`src/hw/rtl/swlp_pkg.sv`:
```
// ----------------------------------------------------------------------------
// swlp_pkg
// Types and constants shared by the stopwatch with long-press control.
// ----------------------------------------------------------------------------
package swlp_pkg;

    typedef enum logic [1:0] {
        REQ_TICK    = 2'd0,
        REQ_PRESS   = 2'd1,
        REQ_RELEASE = 2'd2,
        REQ_CMD     = 2'd3
    } t_req_kind;

    localparam logic [7:0] CMD_IDENT = 8'h49;
    localparam logic [7:0] CMD_RESET = 8'h52;
    localparam logic [7:0] CMD_START = 8'h53;
    localparam logic [7:0] CMD_STOP  = 8'h5A;

    localparam int          PADDR_W          = 3;
    localparam int          PDATA_W          = 32;
    localparam logic        REG_LONG_PRESS   = 1'b0;
    localparam logic [15:0] LONG_PRESS_RESET = 16'd1500;

    typedef struct packed {
        logic clear;
        logic inc;
    } t_swlp_ctl;

    typedef struct packed {
        logic [2:0] minutes_tens;
        logic [3:0] minutes_ones;
        logic [2:0] seconds_tens;
        logic [3:0] seconds_ones;
        logic [3:0] millis_hundreds;
        logic [3:0] millis_tens;
        logic [3:0] millis_ones;
    } t_swlp_time;

endpackage

```
`src/hw/rtl/swlp_req_if.sv`:
```
// ----------------------------------------------------------------------------
// swlp_req_if
// Request channel: tick, button edges and command bytes.
// ----------------------------------------------------------------------------
interface swlp_req_if;
    logic       valid;
    logic       ready;
    logic [1:0] req_type;
    logic [7:0] cmd_byte;

    modport source (output valid, output req_type, output cmd_byte, input ready);
    modport sink   (input valid, input req_type, input cmd_byte, output ready);
endinterface

```
`src/hw/rtl/swlp_res_if.sv`:
```
// ----------------------------------------------------------------------------
// swlp_res_if
// Result channel: elapsed time digits and status flags.
// ----------------------------------------------------------------------------
interface swlp_res_if;
    logic       valid;
    logic       ready;
    logic [2:0] minutes_tens;
    logic [3:0] minutes_ones;
    logic [2:0] seconds_tens;
    logic [3:0] seconds_ones;
    logic [3:0] millis_hundreds;
    logic [3:0] millis_tens;
    logic [3:0] millis_ones;
    logic       is_running;
    logic       ident_reply;

    modport source (
        output valid, output minutes_tens, output minutes_ones, output seconds_tens,
        output seconds_ones, output millis_hundreds, output millis_tens,
        output millis_ones, output is_running, output ident_reply, input ready
    );
    modport sink (
        input valid, input minutes_tens, input minutes_ones, input seconds_tens,
        input seconds_ones, input millis_hundreds, input millis_tens,
        input millis_ones, input is_running, input ident_reply, output ready
    );
endinterface

```
`src/hw/rtl/swlp_digits.sv`:
```
// ----------------------------------------------------------------------------
// swlp_digits
// Elapsed time held as MM:SS.mmm decimal digits with a binary shadow count
// that returns all digits to zero when the 32-bit millisecond count wraps.
// ----------------------------------------------------------------------------
module swlp_digits
    import swlp_pkg::*;
(
    input  logic       i_clk,
    input  logic       i_rst_n,
    input  t_swlp_ctl  i_ctl,
    output t_swlp_time o_time_next
);

    logic [31:0] r_bin;
    logic [31:0] n_bin;
    t_swlp_time  r_time;
    t_swlp_time  n_time;

    always_comb begin
        n_bin  = r_bin;
        n_time = r_time;
        if (i_ctl.clear) begin
            n_bin  = '0;
            n_time = '0;
        end else if (i_ctl.inc) begin
            n_bin = r_bin + 32'd1;
            if (r_bin == '1) begin
                n_time = '0;
            end else if (r_time.millis_ones != 4'd9) begin
                n_time.millis_ones = r_time.millis_ones + 4'd1;
            end else begin
                n_time.millis_ones = '0;
                if (r_time.millis_tens != 4'd9) begin
                    n_time.millis_tens = r_time.millis_tens + 4'd1;
                end else begin
                    n_time.millis_tens = '0;
                    if (r_time.millis_hundreds != 4'd9) begin
                        n_time.millis_hundreds = r_time.millis_hundreds + 4'd1;
                    end else begin
                        n_time.millis_hundreds = '0;
                        if (r_time.seconds_ones != 4'd9) begin
                            n_time.seconds_ones = r_time.seconds_ones + 4'd1;
                        end else begin
                            n_time.seconds_ones = '0;
                            if (r_time.seconds_tens != 3'd5) begin
                                n_time.seconds_tens = r_time.seconds_tens + 3'd1;
                            end else begin
                                n_time.seconds_tens = '0;
                                if (r_time.minutes_ones != 4'd9) begin
                                    n_time.minutes_ones = r_time.minutes_ones + 4'd1;
                                end else begin
                                    n_time.minutes_ones = '0;
                                    if (r_time.minutes_tens != 3'd5) begin
                                        n_time.minutes_tens = r_time.minutes_tens + 3'd1;
                                    end else begin
                                        n_time.minutes_tens = '0;
                                    end
                                end
                            end
                        end
                    end
                end
            end
        end
    end

    always_ff @(posedge i_clk) begin
        if (!i_rst_n) begin
            r_bin  <= '0;
            r_time <= '0;
        end else begin
            r_bin  <= n_bin;
            r_time <= n_time;
        end
    end

    assign o_time_next = n_time;

endmodule

```
`src/hw/rtl/stopwatch_long_press_control.sv`:
```
// ----------------------------------------------------------------------------
// stopwatch_long_press_control
// Stopwatch with short-press start/stop, long-press clear and command bytes.
// Result: an accepted request's time and flags are held in the result register.
// Throughput: one request per cycle while results are taken; request ready
// follows result ready through the single result register.
// Reset: synchronous active-low; time digits, state flags and counters clear
// to zero (result register excepted), long-press limit returns to 1500 ms.
// ----------------------------------------------------------------------------
module stopwatch_long_press_control
    import swlp_pkg::*;
(
    input  logic               i_clk,
    input  logic               i_rst_n,
    swlp_req_if.sink           i_req,
    swlp_res_if.source         o_res,
    input  logic               i_psel,
    input  logic               i_penable,
    input  logic               i_pwrite,
    input  logic [PADDR_W-1:0] i_paddr,
    input  logic [PDATA_W-1:0] i_pwdata,
    output logic [PDATA_W-1:0] o_prdata,
    output logic               o_pready
);

    logic [15:0] r_long_press;
    logic [31:0] r_now;
    logic [31:0] n_now;
    logic [31:0] r_press_start;
    logic [31:0] n_press_start;
    logic        r_run;
    logic        n_run;
    logic        r_holding;
    logic        n_holding;
    logic        r_long_seen;
    logic        n_long_seen;
    logic        r_out_valid;
    logic        n_out_valid;
    logic        r_is_running;
    logic        r_ident;
    logic        n_ident;
    t_swlp_time  r_out_time;
    t_swlp_time  time_next;
    t_swlp_ctl   ctl;
    logic        accept;
    logic        reg_sel;
    logic        start;
    logic        clear_req;
    logic [31:0] hold_now;
    logic [31:0] hold_next;

    // configuration port
    assign o_pready = 1'b1;
    assign reg_sel  = (i_paddr[2] == REG_LONG_PRESS);
    assign o_prdata = reg_sel ? {16'd0, r_long_press} : '0;

    always_ff @(posedge i_clk) begin
        if (!i_rst_n) begin
            r_long_press <= LONG_PRESS_RESET;
        end else if (i_psel && i_penable && i_pwrite && reg_sel) begin
            r_long_press <= i_pwdata[15:0];
        end
    end

    assign i_req.ready = !r_out_valid || o_res.ready;
    assign accept      = i_req.valid && i_req.ready;

    assign hold_now  = r_now - r_press_start;
    assign hold_next = n_now - n_press_start;

    always_comb begin
        n_now         = r_now;
        n_press_start = r_press_start;
        n_run         = r_run;
        n_holding     = r_holding;
        n_long_seen   = r_long_seen;
        n_ident       = 1'b0;
        start         = 1'b0;
        clear_req     = 1'b0;
        case (i_req.req_type)
            REQ_TICK: begin
                n_now = r_now + 32'd1;
            end
            REQ_PRESS: begin
                n_press_start = r_now;
                n_holding     = 1'b1;
                n_long_seen   = 1'b0;
            end
            REQ_RELEASE: begin
                n_holding = 1'b0;
                if (hold_now < {16'd0, r_long_press}) begin
                    if (r_run) begin
                        n_run = 1'b0;
                    end else begin
                        n_run = 1'b1;
                        start = 1'b1;
                    end
                end
            end
            default: ;
        endcase
        // long press requests a clear once per press; it takes effect only while stopped
        if (n_holding && !n_long_seen && (hold_next > {16'd0, r_long_press})) begin
            clear_req   = 1'b1;
            n_long_seen = 1'b1;
        end
        if (i_req.req_type == REQ_CMD) begin
            case (i_req.cmd_byte)
                CMD_IDENT: n_ident   = 1'b1;
                CMD_RESET: clear_req = 1'b1;
                CMD_START: begin
                    n_run = 1'b1;
                    start = 1'b1;
                end
                CMD_STOP:  n_run = 1'b0;
                default: ;
            endcase
        end
        ctl.clear = accept && (start || (clear_req && !n_run));
        ctl.inc   = accept && n_run && !start && (i_req.req_type == REQ_TICK);
    end

    swlp_digits u_digits (
        .i_clk       (i_clk),
        .i_rst_n     (i_rst_n),
        .i_ctl       (ctl),
        .o_time_next (time_next)
    );

    assign n_out_valid = accept || (r_out_valid && !o_res.ready);

    always_ff @(posedge i_clk) begin
        if (!i_rst_n) begin
            r_now         <= '0;
            r_press_start <= '0;
            r_run         <= 1'b0;
            r_holding     <= 1'b0;
            r_long_seen   <= 1'b0;
            r_out_valid   <= 1'b0;
        end else begin
            r_out_valid <= n_out_valid;
            if (accept) begin
                r_now         <= n_now;
                r_press_start <= n_press_start;
                r_run         <= n_run;
                r_holding     <= n_holding;
                r_long_seen   <= n_long_seen;
            end
        end
    end

    always_ff @(posedge i_clk) begin
        if (accept) begin
            r_out_time   <= time_next;
            r_is_running <= n_run;
            r_ident      <= n_ident;
        end
    end

    assign o_res.valid           = r_out_valid;
    assign o_res.minutes_tens    = r_out_time.minutes_tens;
    assign o_res.minutes_ones    = r_out_time.minutes_ones;
    assign o_res.seconds_tens    = r_out_time.seconds_tens;
    assign o_res.seconds_ones    = r_out_time.seconds_ones;
    assign o_res.millis_hundreds = r_out_time.millis_hundreds;
    assign o_res.millis_tens     = r_out_time.millis_tens;
    assign o_res.millis_ones     = r_out_time.millis_ones;
    assign o_res.is_running      = r_is_running;
    assign o_res.ident_reply     = r_ident;

    a_accept_gives_result: assert property (
        @(posedge i_clk) disable iff (!i_rst_n)
        accept |=> o_res.valid
    ) else $error("accepted request produced no result");

    a_running_matches: assert property (
        @(posedge i_clk) disable iff (!i_rst_n)
        o_res.valid |-> (o_res.is_running == r_run)
    ) else $error("result running flag differs from state");

    a_ident_only_on_cmd: assert property (
        @(posedge i_clk) disable iff (!i_rst_n)
        (accept && !((i_req.req_type == REQ_CMD) && (i_req.cmd_byte == CMD_IDENT)))
            |=> !o_res.ident_reply
    ) else $error("identify reply without identify command");

    a_digit_range: assert property (
        @(posedge i_clk) disable iff (!i_rst_n)
        o_res.valid |-> ((o_res.seconds_tens <= 3'd5) && (o_res.minutes_tens <= 3'd5)
                         && (o_res.millis_ones <= 4'd9) && (o_res.seconds_ones <= 4'd9))
    ) else $error("time digit out of range");

endmodule
```
`src/flat_wrapper.sv`:
```
// flat-port wrapper written by rule: the top's interface ports become plain ports
module stopwatch_long_press_control_flat import swlp_pkg::*;
  (i_clk, i_rst_n, i_psel, i_penable, i_pwrite, i_paddr, i_pwdata, o_prdata, o_pready, i_req_valid, i_req_req_type, i_req_cmd_byte, i_req_ready, o_res_valid, o_res_minutes_tens, o_res_minutes_ones, o_res_seconds_tens, o_res_seconds_ones, o_res_millis_hundreds, o_res_millis_tens, o_res_millis_ones, o_res_is_running, o_res_ident_reply, o_res_ready);
  swlp_req_if i_req_i ();
  swlp_res_if o_res_i ();
  input  logic i_clk;
  input  logic i_rst_n;
  input  logic i_psel;
  input  logic i_penable;
  input  logic i_pwrite;
  input  logic [PADDR_W-1:0] i_paddr;
  input  logic [PDATA_W-1:0] i_pwdata;
  output logic [PDATA_W-1:0] o_prdata;
  output logic o_pready;
  input wire logic [$bits(i_req_i.valid)-1:0] i_req_valid;
  input wire logic [$bits(i_req_i.req_type)-1:0] i_req_req_type;
  input wire logic [$bits(i_req_i.cmd_byte)-1:0] i_req_cmd_byte;
  output wire logic [$bits(i_req_i.ready)-1:0] i_req_ready;
  output wire logic [$bits(o_res_i.valid)-1:0] o_res_valid;
  output wire logic [$bits(o_res_i.minutes_tens)-1:0] o_res_minutes_tens;
  output wire logic [$bits(o_res_i.minutes_ones)-1:0] o_res_minutes_ones;
  output wire logic [$bits(o_res_i.seconds_tens)-1:0] o_res_seconds_tens;
  output wire logic [$bits(o_res_i.seconds_ones)-1:0] o_res_seconds_ones;
  output wire logic [$bits(o_res_i.millis_hundreds)-1:0] o_res_millis_hundreds;
  output wire logic [$bits(o_res_i.millis_tens)-1:0] o_res_millis_tens;
  output wire logic [$bits(o_res_i.millis_ones)-1:0] o_res_millis_ones;
  output wire logic [$bits(o_res_i.is_running)-1:0] o_res_is_running;
  output wire logic [$bits(o_res_i.ident_reply)-1:0] o_res_ident_reply;
  input wire logic [$bits(o_res_i.ready)-1:0] o_res_ready;
  assign i_req_i.valid = i_req_valid;
  assign i_req_i.req_type = i_req_req_type;
  assign i_req_i.cmd_byte = i_req_cmd_byte;
  assign i_req_ready = i_req_i.ready;
  assign o_res_valid = o_res_i.valid;
  assign o_res_minutes_tens = o_res_i.minutes_tens;
  assign o_res_minutes_ones = o_res_i.minutes_ones;
  assign o_res_seconds_tens = o_res_i.seconds_tens;
  assign o_res_seconds_ones = o_res_i.seconds_ones;
  assign o_res_millis_hundreds = o_res_i.millis_hundreds;
  assign o_res_millis_tens = o_res_i.millis_tens;
  assign o_res_millis_ones = o_res_i.millis_ones;
  assign o_res_is_running = o_res_i.is_running;
  assign o_res_ident_reply = o_res_i.ident_reply;
  assign o_res_i.ready = o_res_ready;
  stopwatch_long_press_control u_core (.i_clk(i_clk), .i_rst_n(i_rst_n), .i_req(i_req_i), .o_res(o_res_i), .i_psel(i_psel), .i_penable(i_penable), .i_pwrite(i_pwrite), .i_paddr(i_paddr), .i_pwdata(i_pwdata), .o_prdata(o_prdata), .o_pready(o_pready));
endmodule
```
`config.mk`:
```
export PLATFORM = sky130hd
export DESIGN_NAME = stopwatch_long_press_control_flat
export DESIGN_NICKNAME = d
export VERILOG_FILES = /design/src/hw/rtl/swlp_pkg.sv /design/src/hw/rtl/swlp_req_if.sv /design/src/hw/rtl/swlp_res_if.sv /design/src/hw/rtl/swlp_digits.sv /design/src/hw/rtl/stopwatch_long_press_control.sv /design/src/flat_wrapper.sv
export SDC_FILE = /design/constraint.sdc
export NUM_CORES = 1
export LEC_CHECK = 0
export BUFFER_PORTS_ARGS = -buffer_cell sky130_fd_sc_hd__buf_2
export CORE_MARGIN = 1
export CORE_UTILIZATION = 51
export CTS_CLUSTER_DIAMETER = 200
export DETAILED_ROUTE_END_ITERATION = 7
export HOLD_SLACK_MARGIN = 0.05
export PLACE_DENSITY = 0.7
export RECOVER_POWER = 25
export SLEW_MARGIN = 25
export SYNTH_ARGS = -nofsm -noshare
export SYNTH_HDL_FRONTEND = slang
export SYNTH_SLANG_ARGS = --single-unit
```
`constraint.sdc`:
```
create_clock -name i_clk -period 9 [get_ports i_clk]
set_clock_uncertainty 0.2 [all_clocks]
set_input_delay 0.9 -clock i_clk [delete_from_list [all_inputs] [get_ports i_clk]]
set_output_delay 0.9 -clock i_clk [all_outputs]
set_load 0.01 [all_outputs]
```
* After elaboration in Yosys (flattened, before gate mapping) *
Cells that the tools add are included.
Widths: inputs -> output; s select.

storage, ports and cells
  logic and storage cells = 111
  output and inout port bits = 63
  register bits after elaboration = 170
  bits of input ports = 52

operators by class
  muxes and demuxes = 35
  bitwise gates (word level) = 2
  reductions and logical operators = 22
  add/subtract/negate cells = 11
  magnitude comparators = 2
  equal/unequal tests = 15

operators by type and width
  cell                   count
  $mux 26                3
  $add 32x1->32 const B  2
  $mux 32                2
  $sub 32x32->32         2
  $eq 32x32->1 const B   1
  $eq 8x7->1 const B     4
  $gt 32x16->1           1
  $lt 32x16->1           1
  $mux 22                1
  $add 4x1->4 const B    5
  $mux 4                 5
  $ne 4x4->1 const B     5
  $mux 18                1
  $mux 16                1
  $mux 1                 14
  $mux 14                1
  $logic_and 1x1->1      12
  $mux 10                1
  $mux 3                 3
  $mux 7                 1
  $add 3x1->3 const B    2
  $ne 3x3->1 const B     2
  $logic_not 1->1        5
  $eq 2x2->1 const B     2
  6 further kinds        10

* Depth between registers and ports, before layout *
Gate-level depths: netlist of run 1.

  depth in word-level cells = 12
  depth in mapped cells = 33
  gate-level depth less buffers = 31

* Hierarchy *
From an unflattened synthesis of run 1, not the netlist that was laid out.

unflattened totals
  cell total of the unflattened synthesis = 1679
  area, all modules = 13464.2 um^2

modules (own cells, without submodules)
  module                        area each (um^2)  times used  cells each  sequential area each (um^2)
  stopwatch_long_press_control  10343.7           1           1307        2522.4
  swlp_digits                   3120.5            1           372         1161.1

* Worst setup path before layout of run 1 *
No wires, ideal clock.

  kind = register to register
  from = register u_core.r_now[0]
  to = register u_core.u_digits.r_bin[29]
  data required time = 8.659 ns
  cell stages (with the launch flop) = 32
  setup time = 0.141 ns
  path buffers = 0
  period minus slack after synthesis = 6.946 ns
  path slack = 2.054 ns
  data arrival time = 6.606 ns
  cells stage by stage = dfxtp_1 > inv_1 > ha_1 > inv_1 > fa_1 > a211oi_1 > o21bai_1 > o211ai_1 > inv_1 > or3_1 > a21oi_1 > xnor2_1 > ha_1 > a21oi_1 > nor2b_1 > o21ai_0 > and4_1 > nand4_1 > or3_1 > or4_1 > or4_1 > nor4_1 > ha_1 > nor3b_1 > o2111ai_1 > or2_1 > nor3_1 > nand2b_1 > or2_2 > nor2_1 > xnor2_1 > nor3_2

between the ends
  longest elaborated chain between the ends = 12
  elaborated cells between the ends (all ways) = 28
  classes of those cells = add/sub: 3; order compare: 2; mux: 13; reduce/logical: 10

ends and longest elaborated chain
  what                       RTL line                             text
  from (decl)                stopwatch_long_press_control.sv:27   logic [31:0] r_now;
  from (signal assigned)     stopwatch_long_press_control.sv:143  r_now <= n_now;
  $add 32x1->32              stopwatch_long_press_control.sv:82   n_now = r_now + 32'd1;
  $mux 32                    stopwatch_long_press_control.sv:80   case (i_req.req_type)
  $sub 32x32->32             stopwatch_long_press_control.sv:69   assign hold_next = n_now - n_press_start;
  $gt 32x16->1               stopwatch_long_press_control.sv:103  if (n_holding && !n_long_seen && (hold_next > {16'd0, r_long_press})) begin
  $logic_and 1x1->1          stopwatch_long_press_control.sv:103
  $mux 1                     stopwatch_long_press_control.sv:103
  $mux 1                     stopwatch_long_press_control.sv:108  case (i_req.cmd_byte)
  $mux 1                     stopwatch_long_press_control.sv:107  if (i_req.req_type == REQ_CMD) begin
  $logic_and 1x1->1          stopwatch_long_press_control.sv:119  ctl.clear = accept && (start || (clear_req && !n_run));
  $logic_or 1x1->1           stopwatch_long_press_control.sv:119
  $logic_and 1x1->1          stopwatch_long_press_control.sv:119
  $reduce_or 2->1 (no line)  --
  to (signal assigned)       swlp_digits.sv:73                    r_bin <= n_bin;
  to (decl)                  swlp_digits.sv:15                    logic [31:0] r_bin;

Several ways; a longest one is shown, not always the timed one.
A chain may end at the register's enable or synchronous reset.

==> results of run 1 <==
==> worst min-delay path by stage <==
stage,from,endpoint,slack (ps),depth (start not counted)
3_3_place_gp,u_core.r_long_press[15],u_core.r_long_press[15],240,2
5_1_grt,u_core.r_long_press[11],u_core.r_long_press[11],280,2
4_1_cts,u_core.r_long_press[15],u_core.r_long_press[15],260,2
3_5_place_dp,u_core.r_long_press[15],u_core.r_long_press[15],250,2
2_1_floorplan,u_core.r_long_press[11],u_core.r_long_press[11],240,2
6_report,u_core.r_long_press[15],u_core.r_long_press[15],260,2
==> area by class of cell <==
cell class | instances | area, um2
Inverter | 80 | 304
Sequential cell | 170 | 3680
Clock inverter | 13 | 168
Timing Repair Buffer | 93 | 472
Clock buffer | 19 | 454
Fill cell | 2419 | 11000
Tap cell | 330 | 413
Multi-Input combinational cell | 1305 | 8750
==> registers in the layout, summed over array words and instances, names as in the netlist, 3 cells and up <==
name                          flops
u_core.o_res.millis_hundreds      4
u_core.r_now                     32
u_core.u_digits.r_bin            32
u_core.r_press_start             32
u_core.o_res.minutes_tens         3
u_core.o_res.millis_ones          4
u_core.o_res.seconds_ones         4
u_core.o_res.seconds_tens         3
u_core.o_res.millis_tens          4
u_core.r_long_press              16
u_core.o_res.minutes_ones         4
u_core.u_digits.r_time           26
==> cell usage after synthesis (10+ instances only) <==
| cell | instances |
|---|---|
| nor2_1 | 166 |
| nand2_1 | 148 |
| dfxtp_1 | 142 |
| a21oi_1 | 121 |
| ha_1 | 110 |
| inv_1 | 78 |
| clkbuf_1 | 69 |
| xnor2_1 | 65 |
| o21ai_0 | 59 |
| xor2_1 | 58 |
| nand3_1 | 52 |
| a211oi_1 | 49 |
| nor3_1 | 44 |
| nor3_2 | 44 |
| mux2i_1 | 39 |
| nand4_1 | 34 |
| a21o_1 | 32 |
| edfxtp_1 | 28 |
| and3_1 | 24 |
| or3_1 | 24 |
| nor4_1 | 22 |
| buf_4 | 17 |
| o211ai_1 | 16 |
| nor2b_1 | 13 |
| a31oi_1 | 10 |
| nand2b_1 | 10 |
| o21a_1 | 10 |
==> kinds of logic after synthesis <==
kind of cell / after synthesis / share of synthesized area
AO/OA/AOI/OAI: 374 / 0.182
XOR/XNOR: 124 / 0.0832
adder cells (fa/ha/maj): 112 / 0.108
buffers and inverters: 179 / 0.0600
flip-flops: 170 / 0.280
multiplexers: 42 / 0.0323
other: 2 / 0.000571
AND/OR/NAND/NOR: 636 / 0.254
==> worst max-delay path, delay by kind of cell, from the launching register on <==
family | cells | cell delay (ps)
and+or+nand+nor | 12 | 2830
AOI/OAI and AO/OA | 10 | 2500
adders and majority gates | 4 | 970
buffers and inverters | 6 | 870
DFF | 1 | 370
xor gates and xnor gates | 1 | 80
==> stage by stage <==
| step | std cells | hold slack [ps] | total power, mW |
|---|---|---|---|
| CTS | 2010 | 259 | 1.99 |
| finish | 2010 | 257 | 1.98 |
| global placement | 1978 | 242 | 1.21 |
| global route | 2010 | 280 | 2.07 |
| detailed placement | 1978 | 249 | 1.22 |
| floorplan | 1654 | 236 | 1.13 |
==> metal layers <==
metal	wire (um)	vias up	global-route usage
met4	661	0	0.0743
met3	2050	59	0.0379
met1	15400	5541	0.338
li1	-	5915	-
met2	14900	342	0.404
met5	0	-	0
==> where the power goes <==
part / total (mW) / switching, mW / internal, mW / leakage (nW)
logic: 0.406 / 0.251 / 0.155 / 4.18
clock network: 0.771 / 0.355 / 0.416 / 0.305
registers: 0.802 / 0.0112 / 0.790 / 1.43
total: 1.98 / 0.617 / 1.36 / 5.92
==> flow_summary.json, run 1 <==
{
  "worstMarginPinSlew_ps": 1440,
  "yosysWarnings": 0,
  "synth_enable_flop_cells": 28,
  "cellPowerDensity_nw_per_um2": 139,
  "grt_pass1_vias": 10900,
  "fin_ws_ps": 878,
  "cts_buffers": 17,
  "die_w_um": 163,
  "gp_congestion": 0.907,
  "drv_cap": 0,
  "finalSetupViolations": 0,
  "reg2reg_slack_ps": 880,
  "viasPerCell": 5.90,
  "numPortBuffers": 79,
  "leakage_nw": 5.92,
  "yosys_register_bits": 170,
  "drive_above_1_share": 0.0946,
  "firstDrtPassIters": 6,
  "cts_resized": 0,
  "holdBufCountCts": 0,
  "coreArea_um2": 25300,
  "clock_latency_ps": 440,
  "async_flop_share": 0,
  "placedInstanceArea_um2": 13700,
  "required_ps": 8980,
  "period_minus_slack_ps": 8120,
  "fin_crit_sh": 0.902,
  "synth_area_leaders": "dfxtp_1 22%, ha_1 10%, edfxtp_1 6.4%",
  "postLayoutCellArea_um2": 14200,
  "cp-start-kind": "flop",
  "synth_top_area_share": 0.216,
  "finalHoldViolCount": 0,
  "hp-class": "flop to flop",
  "status": "complete, no violations",
  "grt_usage": 0.248,
  "overflow": 0,
  "clockBufferDepth": 2,
  "vias": 11900,
  "die_h_um": 163,
  "worstReg2RegStart": "u_core.r_now[0]",
  "htreeDepth": 4,
  "final_cell_mix": "166 x nor2_1, 148 x nand2_1, 142 x dfxtp_1",
  "nets": 1831,
  "crit_path_top_delay_cell": "or4_1",
  "grt_max_degree": 89,
  "hpwl_um": 24300,
  "die_area_um2": 26400,
  "syn_inst": 1639,
  "path_clk_slew_ps": 70,
  "ant_nets": 0,
  "diodes": 0,
  "drc": 0,
  "antenna_found_initial": 0,
  "postCtsSetupRepairBufs": 0,
  "pin_count": 115,
  "grt_first_pass_wirelength_um": 53300,
  "wl_um": 33100,
  "drtIter0Drc": 883,
  "startpoint": "u_core.r_now[0]",
  "ys.flop_type": "dfxtp_1",
  "cts_tree": "built",
  "critPathMaxFanout": 71,
  "end_kind": "flop",
  "slew_violations": 0,
  "rsz0062_at_grt": "false",
  "fmax_mhz": 123,
  "synth_top_area_cell": "dfxtp_1",
  "rows": 58,
  "setup_tns_ps": 0,
  "cpMostUsedCell": "inv_1",
  "cp-endpoint": "u_core.o_res.millis_ones[1]",
  "pre_cts_ws_ps": 1080,
  "final_common_cell": "nor2_1",
  "syn_to_final_growth_pct": 8.30,
  "syn_avg_cell_area_um2": 8.02,
  "ir_drop_mv": 0.130,
  "cp.arrival_ps": 8100,
  "cpPeakStageDelay_ps": 500,
  "fin_util": 0.564,
  "reg2reg_to": "u_core.o_res.millis_ones[1]",
  "ys_types": 80,
  "critPathKind": "flop to flop",
  "ys_seq_area_frac": 0.280,
  "cts_sinks": 170,
  "cts-root-buf": "clkbuf_16",
  "relSlewSlack": 0.0374,
  "r2r.worst_path.cells": 33,
  "route.detailed.wl_per_inst_um": 16.5,
  "start_util": 0.521,
  "syn_area_um2": 13200
}
No activity file was read; power rests on OpenSTA's default activity.
==> run 2: changes to the inputs <==
==> constraint.sdc (replaced) <==
create_clock -name i_clk -period 9.8 [get_ports i_clk]
set_clock_uncertainty 0.2 [all_clocks]
set_input_delay 0.98 -clock i_clk [delete_from_list [all_inputs] [get_ports i_clk]]
set_output_delay 0.98 -clock i_clk [all_outputs]
set_load 0.01 [all_outputs]
==> flow_summary.json, run 2 (same netlist as run 1, synthesis figures left out) <==
{
  "comb_power_share": 0.207,
  "die_w_um": 163,
  "grt_first_pass_wirelength_um": 54300,
  "coreArea_um2": 25300,
  "critPathMaxFanout": 13,
  "antenna_found_initial": 0,
  "cellPowerDensity_nw_per_um2": 127,
  "startpoint": "u_core.r_now[0]",
  "nFillCells": 2392,
  "reg2reg_to": "u_core.u_digits.r_bin[29]",
  "critPathKind": "flop to flop",
  "final_common_cell": "nor2_1",
  "p_seq_frac": 0.409,
  "grt_max_degree": 88,
  "worstMarginPinSlew_ps": 2120,
  "cts_buffers": 17,
  "htreeDepth": 4,
  "setup_tns_ps": 0,
  "overflow": 0,
  "whs_ps": 257,
  "hpwl_um": 24500,
  "violations": "max-capacitance violations, max-slew violations",
  "clock_latency_ps": 440,
  "cts_resized": 0,
  "slew_violations": 84,
  "end_kind": "flop",
  "nets": 1825,
  "ir_drop_mv": 0.125,
  "r2r.worst_path.cells": 31,
  "cp.arrival_ps": 8550,
  "status": "complete, but fails checks",
  "required_ps": 9920,
  "clockBufferDepth": 2,
  "syn_to_final_growth_pct": 7.78,
  "cts-root-buf": "clkbuf_16",
  "cts_tree": "built",
  "start_util": 0.521,
  "finalSetupViolations": 0,
  "fmax_mhz": 119,
  "pin_count": 115,
  "cp-endpoint": "u_core.u_digits.r_bin[29]",
  "drv_cap": 2,
  "drtIter0Drc": 905,
  "fin_ws_ps": 1360,
  "rows": 58,
  "viasPerCell": 5.98,
  "rsz0062_at_grt": "false",
  "die_area_um2": 26400,
  "grt_usage": 0.253,
  "cts_sinks": 170,
  "internal_power_mw": 1.23,
  "reg_top3": "u_core.r_now: 32 flops, u_core.r_press_start: 32 flops, u_core.u_digits.r_bin: 32 flops",
  "path_clk_slew_ps": 70,
  "final_cell_mix": "166 x nor2_1, 148 x nand2_1, 142 x dfxtp_1",
  "relSlewSlack": -0.421,
  "route.detailed.wl_per_inst_um": 16.5,
  "firstDrtPassIters": 5,
  "reg2reg_slack_ps": 1360,
  "pre_cts_ws_ps": 1420,
  "finalPower_mw": 1.80,
  "period_minus_slack_ps": 8440,
  "cpPeakStageDelay_ps": 830,
  "vias": 12000,
  "drc": 0,
  "netSwitchingFraction": 0.317,
  "crit_path_top_delay_cell": "nor3_1",
  "diodes": 0,
  "p_sw_uw": 570,
  "finalHoldViolCount": 0,
  "numPortBuffers": 79,
  "clockPowerShare": 0.384,
  "gp_congestion": 0.946,
  "worstReg2RegStart": "u_core.r_now[0]",
  "drive_above_1_share": 0.0842,
  "fin_crit_sh": 0.861,
  "holdBufCountCts": 0,
  "cp-start-kind": "flop",
  "leakage_nw": 5.84,
  "hp-class": "flop to flop",
  "wl_um": 33000,
  "die_h_um": 163,
  "ant_nets": 0,
  "postCtsSetupRepairBufs": 0,
  "grt_pass1_vias": 11100
}
run 2: final cells by class:
cell class / count / area, um2 / area share
Multi-Input combinational cell: 1305 / 8750 / 0.617
Sequential cell: 170 / 3680 / 0.260
Clock buffer: 19 / 464 / 0.0327
Timing Repair Buffer: 87 / 417 / 0.0294
Tap cell: 330 / 413 / 0.0291
Inverter: 80 / 303 / 0.0214
Clock inverter: 13 / 145 / 0.0102
run 2: routing by layer:
layer  vias to the layer above  track usage  routed length, um
met2                       345        0.412              15300
met3                        49       0.0341               1650
li1                       5905            -                  -
met1                      5679        0.346              15500
met4                         0       0.0756                598
met5                         -            0                  0
run 2: power by group through the flow:
| stage | clock, mW | combinational [mW] | sequential [mW] |
|---|---|---|---|
| after floorplan | 0 | 0.282 | 0.753 |
| after global placement | 0 | 0.358 | 0.751 |
| after detailed placement | 0 | 0.364 | 0.752 |
| after CTS | 0.704 | 0.368 | 0.736 |
| after global routing | 0.731 | 0.413 | 0.738 |
| final | 0.691 | 0.373 | 0.736 |
run 2: how the worst min path moves through the flow:
| stage | start | endpoint | slack (ps) | depth (start not counted) |
|---|---|---|---|---|
| 3_3_place_gp | u_core.r_long_press[15] | u_core.r_long_press[15] | 240 | 2 |
| 6_report | u_core.r_long_press[15] | u_core.r_long_press[15] | 260 | 2 |
| 2_1_floorplan | u_core.r_long_press[11] | u_core.r_long_press[11] | 240 | 2 |
| 5_1_grt | u_core.r_long_press[11] | u_core.r_long_press[11] | 290 | 2 |
| 3_5_place_dp | u_core.r_long_press[11] | u_core.r_long_press[11] | 250 | 2 |
| 4_1_cts | u_core.r_long_press[11] | u_core.r_long_press[11] | 260 | 2 |
run 2: worst max-delay path, delay by kind of cell, from the launching register on:
kind,cells,cell delay [ps]
AO/OA/AOI/OAI,7,1500
AND/OR/NAND/NOR,15,4660
adder cells (fa/ha/maj),4,1120
XOR/XNOR,2,240
buffers and inverters,3,250
flip-flops,1,360
run 2: stage by stage:
stage,cells,area [um2],utilization
after floorplan,1654,13200,-
after global routing,2004,14200,0.561
after global placement,1971,13600,0.538
final,2004,14200,0.561
after CTS,2003,14200,0.563
after detailed placement,1971,13600,0.538
